<file path="config.mk">
export PLATFORM = sky130hd
export DESIGN_NAME = greedy_word_wrap_unit
export DESIGN_NICKNAME = d
export VERILOG_FILES = /design/src/hw/rtl/gww_pkg.sv /design/src/hw/rtl/greedy_word_wrap_unit.sv
export SDC_FILE = /design/constraint.sdc
export NUM_CORES = 2
export LEC_CHECK = 0
export ABC_AREA = 1
export ABC_CLOCK_PERIOD_IN_PS = 8109
export BUFFER_PORTS_ARGS = -buffer_cell sky130_fd_sc_hd__buf_2
export CORE_ASPECT_RATIO = 0.75
export CORE_MARGIN = 10
export CORE_UTILIZATION = 40
export DETAILED_ROUTE_END_ITERATION = 7
export HOLD_SLACK_MARGIN = 0.15
export PLACE_DENSITY = 0.58
export SYNTH_ARGS = -nofsm -noshare
export SYNTH_HDL_FRONTEND = slang
export SYNTH_SLANG_ARGS = --single-unit
</file>
<file path="constraint.sdc">
create_clock -name clk -period 8.11 [get_ports clk]
set_clock_uncertainty 0.05 [all_clocks]
set_input_delay 1.622 -clock clk [delete_from_list [all_inputs] [get_ports clk]]
set_output_delay 1.622 -clock clk [all_outputs]
set_load 0.05 [all_outputs]
</file>
<file path="src/hw/rtl/gww_pkg.sv">
// gww_pkg: shared constants and codes for the greedy word wrap block
// no dependencies; used by greedy_word_wrap_unit and gww_checker
`default_nettype none

package gww_pkg;

  localparam int GWW_GLYPH_COUNT = 256;

  localparam logic [7:0]  SPACE_CODE   = 8'h20;
  localparam logic [7:0]  NULL_CODE    = 8'h00;
  localparam logic [15:0] MAX16        = 16'hFFFF;
  localparam logic [15:0] WRAP_RESET   = 16'd320;

  localparam logic CMD_TEXT  = 1'b0;
  localparam logic CMD_WRITE = 1'b1;

  localparam int IN_TDATA_W  = 16;
  localparam int OUT_TDATA_W = 64;
  localparam int OUT_TUSER_W = 2;

  localparam int OUT_HAS_WORD_BIT = 0;
  localparam int OUT_NEW_LINE_BIT = 1;

  function automatic logic [15:0] sat_inc16(input logic [15:0] v);
    logic [16:0] s;
    s = {1'b0, v} + 17'd1;
    return s[16] ? MAX16 : s[15:0];
  endfunction

endpackage

`default_nettype wire

</file>
<file path="src/hw/rtl/greedy_word_wrap_unit.sv">
// greedy_word_wrap_unit: greedy word placement over a text byte stream
// glyph width table in a synchronous memory; uses gww_pkg
//
// usage
//   in_*  : one beat per text byte or per glyph table write (in_tuser = cmd)
//           in_tlast marks the final byte of a text
//   out_* : one beat per placed word or end of text; one beat may be both
//   cfg_* : wrap width write; the user writes it only while idle, not enforced
// path: beat and table read registered, update stage loads the output register
// throughput: one input beat per cycle unless stalled; the table is read once per beat
//   into a registered read port, then one add-and-compare stage updates the
//   line state, so a new beat is taken every cycle the output does not stall
// reset: line state cleared, wrap width 320, every table entry reads zero
//   through per-entry valid bits, no clearing pass
// stall: the output register holds its beat while out_tready is low; once
//   it is full and not drained, the update stage and in_tready hold too
`default_nettype none

module greedy_word_wrap_unit
  import gww_pkg::*;
#(
  parameter int GLYPH_COUNT = GWW_GLYPH_COUNT
) (
  input  wire logic                    clk,
  input  wire logic                    rst_n,
  input  wire logic                    in_tvalid,
  output      logic                    in_tready,
  input  wire logic [IN_TDATA_W-1:0]   in_tdata,   // code[7:0], glyph_px[15:8]
  input  wire logic                    in_tuser,   // cmd
  input  wire logic                    in_tlast,   // end_of_text
  output      logic                    out_tvalid,
  input  wire logic                    out_tready,
  output      logic [OUT_TDATA_W-1:0]  out_tdata,  // line_idx, word_width,
                                                   // line_px, line_count
  output      logic [OUT_TUSER_W-1:0]  out_tuser,  // has_word[0], new_line[1]
  output      logic                    out_tlast,  // last
  input  wire logic                    cfg_valid,
  output      logic                    cfg_ready,
  input  wire logic [15:0]             cfg_data    // wrap_width
);

  localparam int AW = (GLYPH_COUNT > 1) ? $clog2(GLYPH_COUNT) : 1;
  localparam logic [8:0] GLYPH_LIMIT = 9'(GLYPH_COUNT);

  // input side
  logic [7:0]    in_code;
  logic [7:0]    in_gw;
  logic          in_acc;
  logic          in_range;
  logic [AW-1:0] in_addr;
  logic          tbl_wr;

  // glyph table
  logic [7:0]             tbl_mem [GLYPH_COUNT];
  logic [GLYPH_COUNT-1:0] tbl_vld_r;
  logic [7:0]             rd_data_r;
  logic                   rd_ok_r;
  logic [7:0]             space_w_r;

  // update stage
  logic       s1_vld_r;
  logic       s1_cmd_r;
  logic [7:0] s1_code_r;
  logic       s1_eot_r;
  logic       s1_adv;

  // line state
  logic [15:0] wrap_r;
  logic [15:0] line_acc_r, line_acc_nxt;
  logic [15:0] word_acc_r, word_acc_nxt;
  logic [15:0] line_num_r, line_num_nxt;
  logic        in_word_r, in_word_nxt;
  logic        lhw_r, lhw_nxt;

  // output register
  logic                   out_vld_r, out_vld_nxt;
  logic [OUT_TDATA_W-1:0] out_data_r;
  logic [OUT_TUSER_W-1:0] out_user_r;
  logic                   out_last_r;

  // update logic
  logic        is_text, is_space, add_glyph;
  logic [7:0]  glyph;
  logic [16:0] word_sum;
  logic [15:0] word_eff;
  logic        in_word_eff;
  logic [7:0]  space_add;
  logic [17:0] cand;
  logic        nl;
  logic        place, emit;
  logic [15:0] res_idx, res_ww, res_lw;

  assign in_code   = in_tdata[7:0];
  assign in_gw     = in_tdata[15:8];
  assign in_acc    = in_tvalid && in_tready;
  assign in_range  = {1'b0, in_code} < GLYPH_LIMIT;
  assign in_addr   = in_code[AW-1:0];
  assign tbl_wr    = in_acc && (in_tuser == CMD_WRITE) && in_range;

  assign cfg_ready = 1'b1;

  // table memory: write and registered read on the accepted beat
  always_ff @(posedge clk) begin
    if (tbl_wr) begin
      tbl_mem[in_addr] <= in_gw;
    end
    if (in_acc) begin
      rd_data_r <= tbl_mem[in_addr];
    end
  end

  always_ff @(posedge clk) begin
    if (!rst_n) begin
      tbl_vld_r <= '0;
      rd_ok_r   <= 1'b0;
      space_w_r <= '0;
    end else begin
      if (tbl_wr) begin
        tbl_vld_r[in_addr] <= 1'b1;
      end
      if (in_acc) begin
        rd_ok_r <= in_range && tbl_vld_r[in_addr];
      end
      if (tbl_wr && (in_code == SPACE_CODE)) begin
        space_w_r <= in_gw;
      end
    end
  end

  assign s1_adv    = s1_vld_r && (!out_vld_r || out_tready);
  assign in_tready = !s1_vld_r || s1_adv;

  always_comb begin
    is_text     = (s1_cmd_r == CMD_TEXT);
    is_space    = (s1_code_r == SPACE_CODE);
    add_glyph   = !is_space && (s1_code_r != NULL_CODE);
    glyph       = rd_ok_r ? rd_data_r : 8'd0;
    word_sum    = {1'b0, word_acc_r} + {9'd0, glyph};
    word_eff    = add_glyph ? (word_sum[16] ? MAX16 : word_sum[15:0]) : word_acc_r;
    in_word_eff = in_word_r || add_glyph;
    space_add   = lhw_r ? space_w_r : 8'd0;
    cand        = {2'b0, line_acc_r} + {2'b0, word_eff} + {10'd0, space_add};
    nl          = cand > {2'b0, wrap_r};
    place       = is_text && ((is_space && in_word_r && !s1_eot_r)
                              || (s1_eot_r && in_word_eff));
    emit        = place || (is_text && s1_eot_r);

    line_acc_nxt = line_acc_r;
    word_acc_nxt = word_acc_r;
    line_num_nxt = line_num_r;
    in_word_nxt  = in_word_r;
    lhw_nxt      = lhw_r;
    res_idx      = line_num_r;
    res_ww       = 16'd0;
    res_lw       = line_acc_r;

    if (place) begin
      res_idx = nl ? sat_inc16(line_num_r) : line_num_r;
      res_lw  = nl ? word_eff : (|cand[17:16] ? MAX16 : cand[15:0]);
      res_ww  = word_eff;
    end

    if (is_text) begin
      priority if (s1_eot_r) begin
        line_acc_nxt = '0;
        word_acc_nxt = '0;
        line_num_nxt = '0;
        in_word_nxt  = 1'b0;
        lhw_nxt      = 1'b0;
      end else if (place) begin
        line_acc_nxt = res_lw;
        word_acc_nxt = '0;
        line_num_nxt = res_idx;
        in_word_nxt  = 1'b0;
        lhw_nxt      = 1'b1;
      end else begin
        word_acc_nxt = word_eff;
        in_word_nxt  = in_word_eff;
      end
    end

    out_vld_nxt = out_vld_r;
    if (out_vld_r && out_tready) begin
      out_vld_nxt = 1'b0;
    end
    if (s1_adv && emit) begin
      out_vld_nxt = 1'b1;
    end
  end

  always_ff @(posedge clk) begin
    if (!rst_n) begin
      s1_vld_r   <= 1'b0;
      wrap_r     <= WRAP_RESET;
      line_acc_r <= '0;
      word_acc_r <= '0;
      line_num_r <= '0;
      in_word_r  <= 1'b0;
      lhw_r      <= 1'b0;
      out_vld_r  <= 1'b0;
    end else begin
      if (in_tready) begin
        s1_vld_r <= in_tvalid;
      end
      if (cfg_valid && cfg_ready) begin
        wrap_r <= cfg_data;
      end
      if (s1_adv) begin
        line_acc_r <= line_acc_nxt;
        word_acc_r <= word_acc_nxt;
        line_num_r <= line_num_nxt;
        in_word_r  <= in_word_nxt;
        lhw_r      <= lhw_nxt;
      end
      out_vld_r <= out_vld_nxt;
    end
  end

  always_ff @(posedge clk) begin
    if (in_acc) begin
      s1_cmd_r  <= in_tuser;
      s1_code_r <= in_code;
      s1_eot_r  <= in_tlast;
    end
    if (s1_adv && emit) begin
      out_data_r <= {sat_inc16(res_idx), res_lw, res_ww, res_idx};
      out_user_r <= {place && nl, place};
      out_last_r <= s1_eot_r;
    end
  end

  assign out_tvalid = out_vld_r;
  assign out_tdata  = out_data_r;
  assign out_tuser  = out_user_r;
  assign out_tlast  = out_last_r;

endmodule

`default_nettype wire

</file>
* Word-level counts from Yosys, hierarchy flattened
Memory sizes are Yosys's and may differ from the RTL's. A register that Yosys moved wholly into a read port is not among the register bits. Index checks and enable logic that the tools add are counted.
Cells by class: $add $sub $neg 5, $lt $le $gt $ge 3, equality and inequality tests 2, mux-type cells 28, bitwise logic cells 2, reduce and logical (&&, ||, !) cells 29
Operator list (count):
- OR 256 bit | 1
- 2-to-1 mux 16 bit | 14
- adder 16 x 1 -> 17 bit (second input constant) | 2
- adder 17 x 8 -> 18 bit | 1
- greater-than comparator 18 x 16 -> 1 bit | 1
- adder 16 x 16 -> 17 bit | 1
- adder 16 x 8 -> 17 bit | 1
- == test 8 x 6 -> 1 bit (second input constant) | 2
- 2-to-1 mux 8 bit | 2
- logical AND 1 bit | 14
- 2-to-1 mux 1 bit | 10
- less-than comparator 8 x 9 -> 1 bit (second input constant) | 1
- binary-select mux 1 bit (select 8 bit) | 1
- demux 1 bit (select 8 bit) | 1
- greater-or-equal comparator 8 x 1 -> 1 bit (second input constant) | 1
- nonzero test 8 bit | 1
- logical OR 1 bit | 5
- zero test 1 bit | 4
- nonzero test 2 bit | 2
- AND reduction 3 bit | 1
- AND reduction 2 bit | 1
- OR reduction 2 bit | 1
- NOT 1 bit | 1
Storage, ports and cells: register bits 410, RAM bits 2048, input port bits 39, output and inout bits 70, word-level logic and storage cells 89, memories kept 1
Memory list:
- tbl_mem | depth 256, bits a word 8, rd ports 1, clocked after memory_dff 1, write ports 1, RTL line greedy_word_wrap_unit.sv:54 | logic [7:0] tbl_mem [GLYPH_COUNT];

* Longest topological paths before layout
depth in word-level cells 12, depth in mapped cells 47, mapped depth without buffers 46

* Least setup slack after synthesis
Ideal clock, no wire load.
path type in2reg, start input port out_tready, end register line_acc_r[10], setup time 0.132 ns, arrival 6.749 ns, required time 7.928 ns, setup slack 1.179 ns, cell stages on the path 9, buffers on the path 2, cell sequence nor2_1 inv_1 nand3b_1 clkbuf_1 a21oi_1 clkinv_1 clkbuf_1 nand2_1 a21oi_1
On the way: cells in the longest elaborated chain, start to end 3
Ends and longest elaborated chain:
- start: declaration | RTL line greedy_word_wrap_unit.sv:32 | input wire logic out_tready,
- logical OR 1 bit | RTL line greedy_word_wrap_unit.sv:130 | assign s1_adv = s1_vld_r && (!out_vld_r || out_tready);
- logical AND 1 bit | RTL line greedy_word_wrap_unit.sv:130
- AND reduction 3 bit (no source line)
- end signal: assignment | RTL line greedy_word_wrap_unit.sv:209 | line_acc_r <= line_acc_nxt;
- end: declaration | RTL line greedy_word_wrap_unit.sv:69 | logic [15:0] line_acc_r, line_acc_nxt;
No other way between the ends. A chain may end at the register's enable or synchronous reset.

* Final worst setup path
start register rd_ok_r, end register out_data_r[58] (netlist: out_tdata[58]), data pin
On the way: cells in the longest elaborated chain, start to end 10
Ends and longest elaborated chain:
- start: declaration | RTL line greedy_word_wrap_unit.sv:57 | logic rd_ok_r;
- start signal: assignment | RTL line greedy_word_wrap_unit.sv:122 | rd_ok_r <= in_range && tbl_vld_r[in_addr];
- 2-to-1 mux 8 bit | RTL line greedy_word_wrap_unit.sv:137 | glyph = rd_ok_r ? rd_data_r : 8'd0;
- adder 16 x 8 -> 17 bit | RTL line greedy_word_wrap_unit.sv:138 | word_sum = {1'b0, word_acc_r} + {9'd0, glyph};
- 2-to-1 mux 16 bit (2 in series) | RTL line greedy_word_wrap_unit.sv:139 | word_eff = add_glyph ? (word_sum[16] ? MAX16 : word_sum[15:0]) : word_acc_r;
- adder 16 x 16 -> 17 bit | RTL line greedy_word_wrap_unit.sv:142 | cand = {2'b0, line_acc_r} + {2'b0, word_eff} + {10'd0, space_add};
- adder 17 x 8 -> 18 bit | RTL line greedy_word_wrap_unit.sv:142
- greater-than comparator 18 x 16 -> 1 bit | RTL line greedy_word_wrap_unit.sv:143 | nl = cand > {2'b0, wrap_r};
- 2-to-1 mux 16 bit | RTL line greedy_word_wrap_unit.sv:158 | res_idx = nl ? sat_inc16(line_num_r) : line_num_r;
- 2-to-1 mux 16 bit | RTL line greedy_word_wrap_unit.sv:157 | if (place) begin
- via res_idx[1] | RTL line greedy_word_wrap_unit.sv:91 | logic [15:0] res_idx, res_ww, res_lw;
- adder 16 x 1 -> 17 bit | RTL line gww_pkg.sv:26 | s = {1'b0, v} + 17'd1;
- end signal: assignment | RTL line greedy_word_wrap_unit.sv:226 | out_data_r <= {sat_inc16(res_idx), res_lw, res_ww, res_idx};
- end: declaration | RTL line greedy_word_wrap_unit.sv:77 | logic [OUT_TDATA_W-1:0] out_data_r;
The timed path passes the listed nets, and every way through them passes these cells.

==> impl_metrics.toml <==
[logic_synthesis]
seq_area_frac_synth_pct = 74.8
synth_area_um2 = 94500
synth_enable_flop_cells = 2133
async_flop_share_pct = 0
dominantRegCellSynth = "edfxtp_1"
synth_area_per_cell_um2 = 13.8
yosysUniqueCellTypes = 56
syn_nets = 6969
ys_ff_latch = 2466
synth_cells = 6871
yosysWarnings = 0

[critical_path]
r2r-start = "rd_ok_r$_SDFFE_PN0P_"
slowest_stage = "fa_1"
crit_start = "rd_ok_r$_SDFFE_PN0P_"
cp_common_cell = "nand2_1"
worstPathArrival_ns = 8.03
r2r_slack_ns = 0.65
rr_worst_depth = 45
r2r-end = "out_tdata[58]$_SDFFCE_PP1P_"
cp-endpoint = "out_tdata[58]$_SDFFCE_PP1P_"
cp.required_ns = 8.68
criticalPathCategory = "reg2reg"
cp_max_fo = 34
cp_slowest_stage_delay_ns = 0.48
worstSetupStartpointType = "register"
end_kind = "register"

[drt]
vias_per_cell = 5.87
drtIter0Drc = 7814
drcViolationCount = 0
wl_per_cell_um = 27.7
ant_nets = 0
firstDrtPassIters = 6
routed-via-count = 60033
drt-total-wl_um = 284000

[power_and_ir_drop]
power.total_uw = 25900
p_leak_uw = 0.0350
power_density_nw_per_um2 = 244
vdd_drop_max_mv = 0.192

[sta]
holdWs_ns = 0.415
slew_headroom_pct = 4.45
period_minus_slack_ns = 7.46
period_share_pct = 92.0
slew_violations = 0
rsz0062_at_grt = "no"
fmax_mhz = 134
final-hold-violation-count = 0
fin_ws_ns = 0.651
tightest_slew_ns = 1.42
final.setup.tns_ns = 0
setup_viol = 0

[clocking]
numCtsBuffers = 227
cts_hold_buf = 0
clock_latency_ns = 0.90
cts_tree = "done"
clkSlewWorstSetupHoldPaths_ns = 0.07
cts_resized = 0
cts_sinks = 2466
cts_max_level = 4
cts_setup_buffers = 0
cts-root-buf = "clkbuf_16"
clock_path_buffers = 4

[placement]
io_buffers = 107
placedCellCount = 9799
gp_congestion = 0.848
dp_hpwl_um = 167000
dp_slack_ns = 0.713

[hold_path]
hp-start = "line_acc_r[3]$_SDFFE_PN0P_"
min_path_type = "reg2reg"

[final_layout]
layout_commonest_cell = "edfxtp_1"
final_cells = 10221
syn_to_final_growth_pct = 12.3
drive_gt1_share_pct = 9.28
layout.cells.most_common_list = "2,133 x edfxtp_1, 1,161 x a22oi_1, 665 x nor2_1"
final_nets = 7006

[global_routing]
grt_pass1_vias = 56910
track_usage_pct = 21.1
antenna_found_initial = 12
globalRouteOverflowTotal = 0
grt_pass1_wl_um = 408000
grt_max_degree = 171

[job]
cap_violations = 0

[floorplanning]
ioPinCount = 109
core_area_um2 = 235000
die_h_um = 441
die-area_um2 = 256000
start_util_pct = 40.2
rows = 154
die_x_um = 581

[status]
outcome = "completed"
## routing by layer
layer / vias to the layer above / GRT usage, % / wire length [um]
met5: - / 0 / 20
met4: 4 / 5.85 / 8030
met3: 445 / 5.26 / 29400
met2: 2985 / 30.1 / 119000
met1: 30416 / 32.0 / 127000
li1: 26183 / - / -
## synthesized netlist by cell type (24+ instances only)
cell type     n  area share, %
edfxtp_1   2133             68
a22oi_1    1161            9.2
nor2_1      671            2.7
nand2_1     583            2.3
a21oi_1     573            3.0
dfxtp_1     333            7.1
clkbuf_1    316            1.3
inv_1       315            1.3
o21ai_0     185           0.98
nand3_1      79           0.42
nor4_1       69           0.46
buf_1        65           0.26
ha_1         49           0.65
nand4_1      34           0.22
buf_2        33           0.17
o41ai_1      32           0.30
nor3_1       24           0.13
## stage by stage
stage               util [%]  instance area [um^2]
floorplan                  -                 94500
global route            45.1                106000
detailed placement      42.0                 98800
finish                  45.1                106000
CTS                     45.1                106000
global placement        42.0                 98800
## final cells by class
type | count | area, um^2
tap | 3120 | 3900
clock buffer | 322 | 6480
antenna | 8 | 20.0
inverter | 332 | 1280
fill | 20848 | 129000
clock inverter | 92 | 862
timing repair buffer | 228 | 1830
multi-input combinational | 3653 | 21000
sequential | 2466 | 70700
## kinds of logic after synthesis
logic type	count (synthesis)	synth area share [%]
AOI/OAI and AO/OA	2035	14.2
xor gates and xnor gates	31	0.287
adders and majority gates	59	0.860
buffers and inverters	752	3.07
DFF	2466	74.8
other	1	0.00397
and+or+nand+nor	1527	6.79
## worst max-delay path, delay by kind of cell (launching register included)
family	cells	cell delay (ns)
simple gates	25	3.08
xor+xnor	1	0.17
fa+ha+maj	7	2.11
compound gates	6	0.85
buf+inv	6	0.48
flops	1	0.47
## worst min path at each step
stage / end / slack (ns) / cells after the start
after detailed placement: line_acc_r[3]$_SDFFE_PN0P_ / 0.41 / 2
final: line_acc_r[3]$_SDFFE_PN0P_ / 0.41 / 2
after floorplan: wrap_r[15]$_SDFFE_PN0P_ / 0.39 / 2
after global placement: tbl_vld_r[8]$_SDFFE_PN0P_ / 0.40 / 2
after global routing: line_acc_r[0]$_SDFFE_PN0P_ / 0.44 / 2
after CTS: line_acc_r[3]$_SDFFE_PN0P_ / 0.42 / 2
## flip-flops by register name, indices dropped and copies added, names as in the netlist, 2 cells and up
signal and count:
s1_code_r 8, tbl_mem 2048, line_num_r 16, out_tuser 2, wrap_r 16, rd_data_r 8, space_w_r 8, word_acc_r 16
out_tdata 64, line_acc_r 16, tbl_vld_r 256
## report_power, final
group | switching, uW | internal (uW) | leakage, uW | total (uW)
logic | 1070 | 287 | 0.00960 | 1350
registers | 13.7 | 13800 | 0.0218 | 13800
clock network | 4730 | 6000 | 0.00361 | 10700
total | 5810 | 20100 | 0.0350 | 25900
No activity file was read; power rests on OpenSTA's default activity.
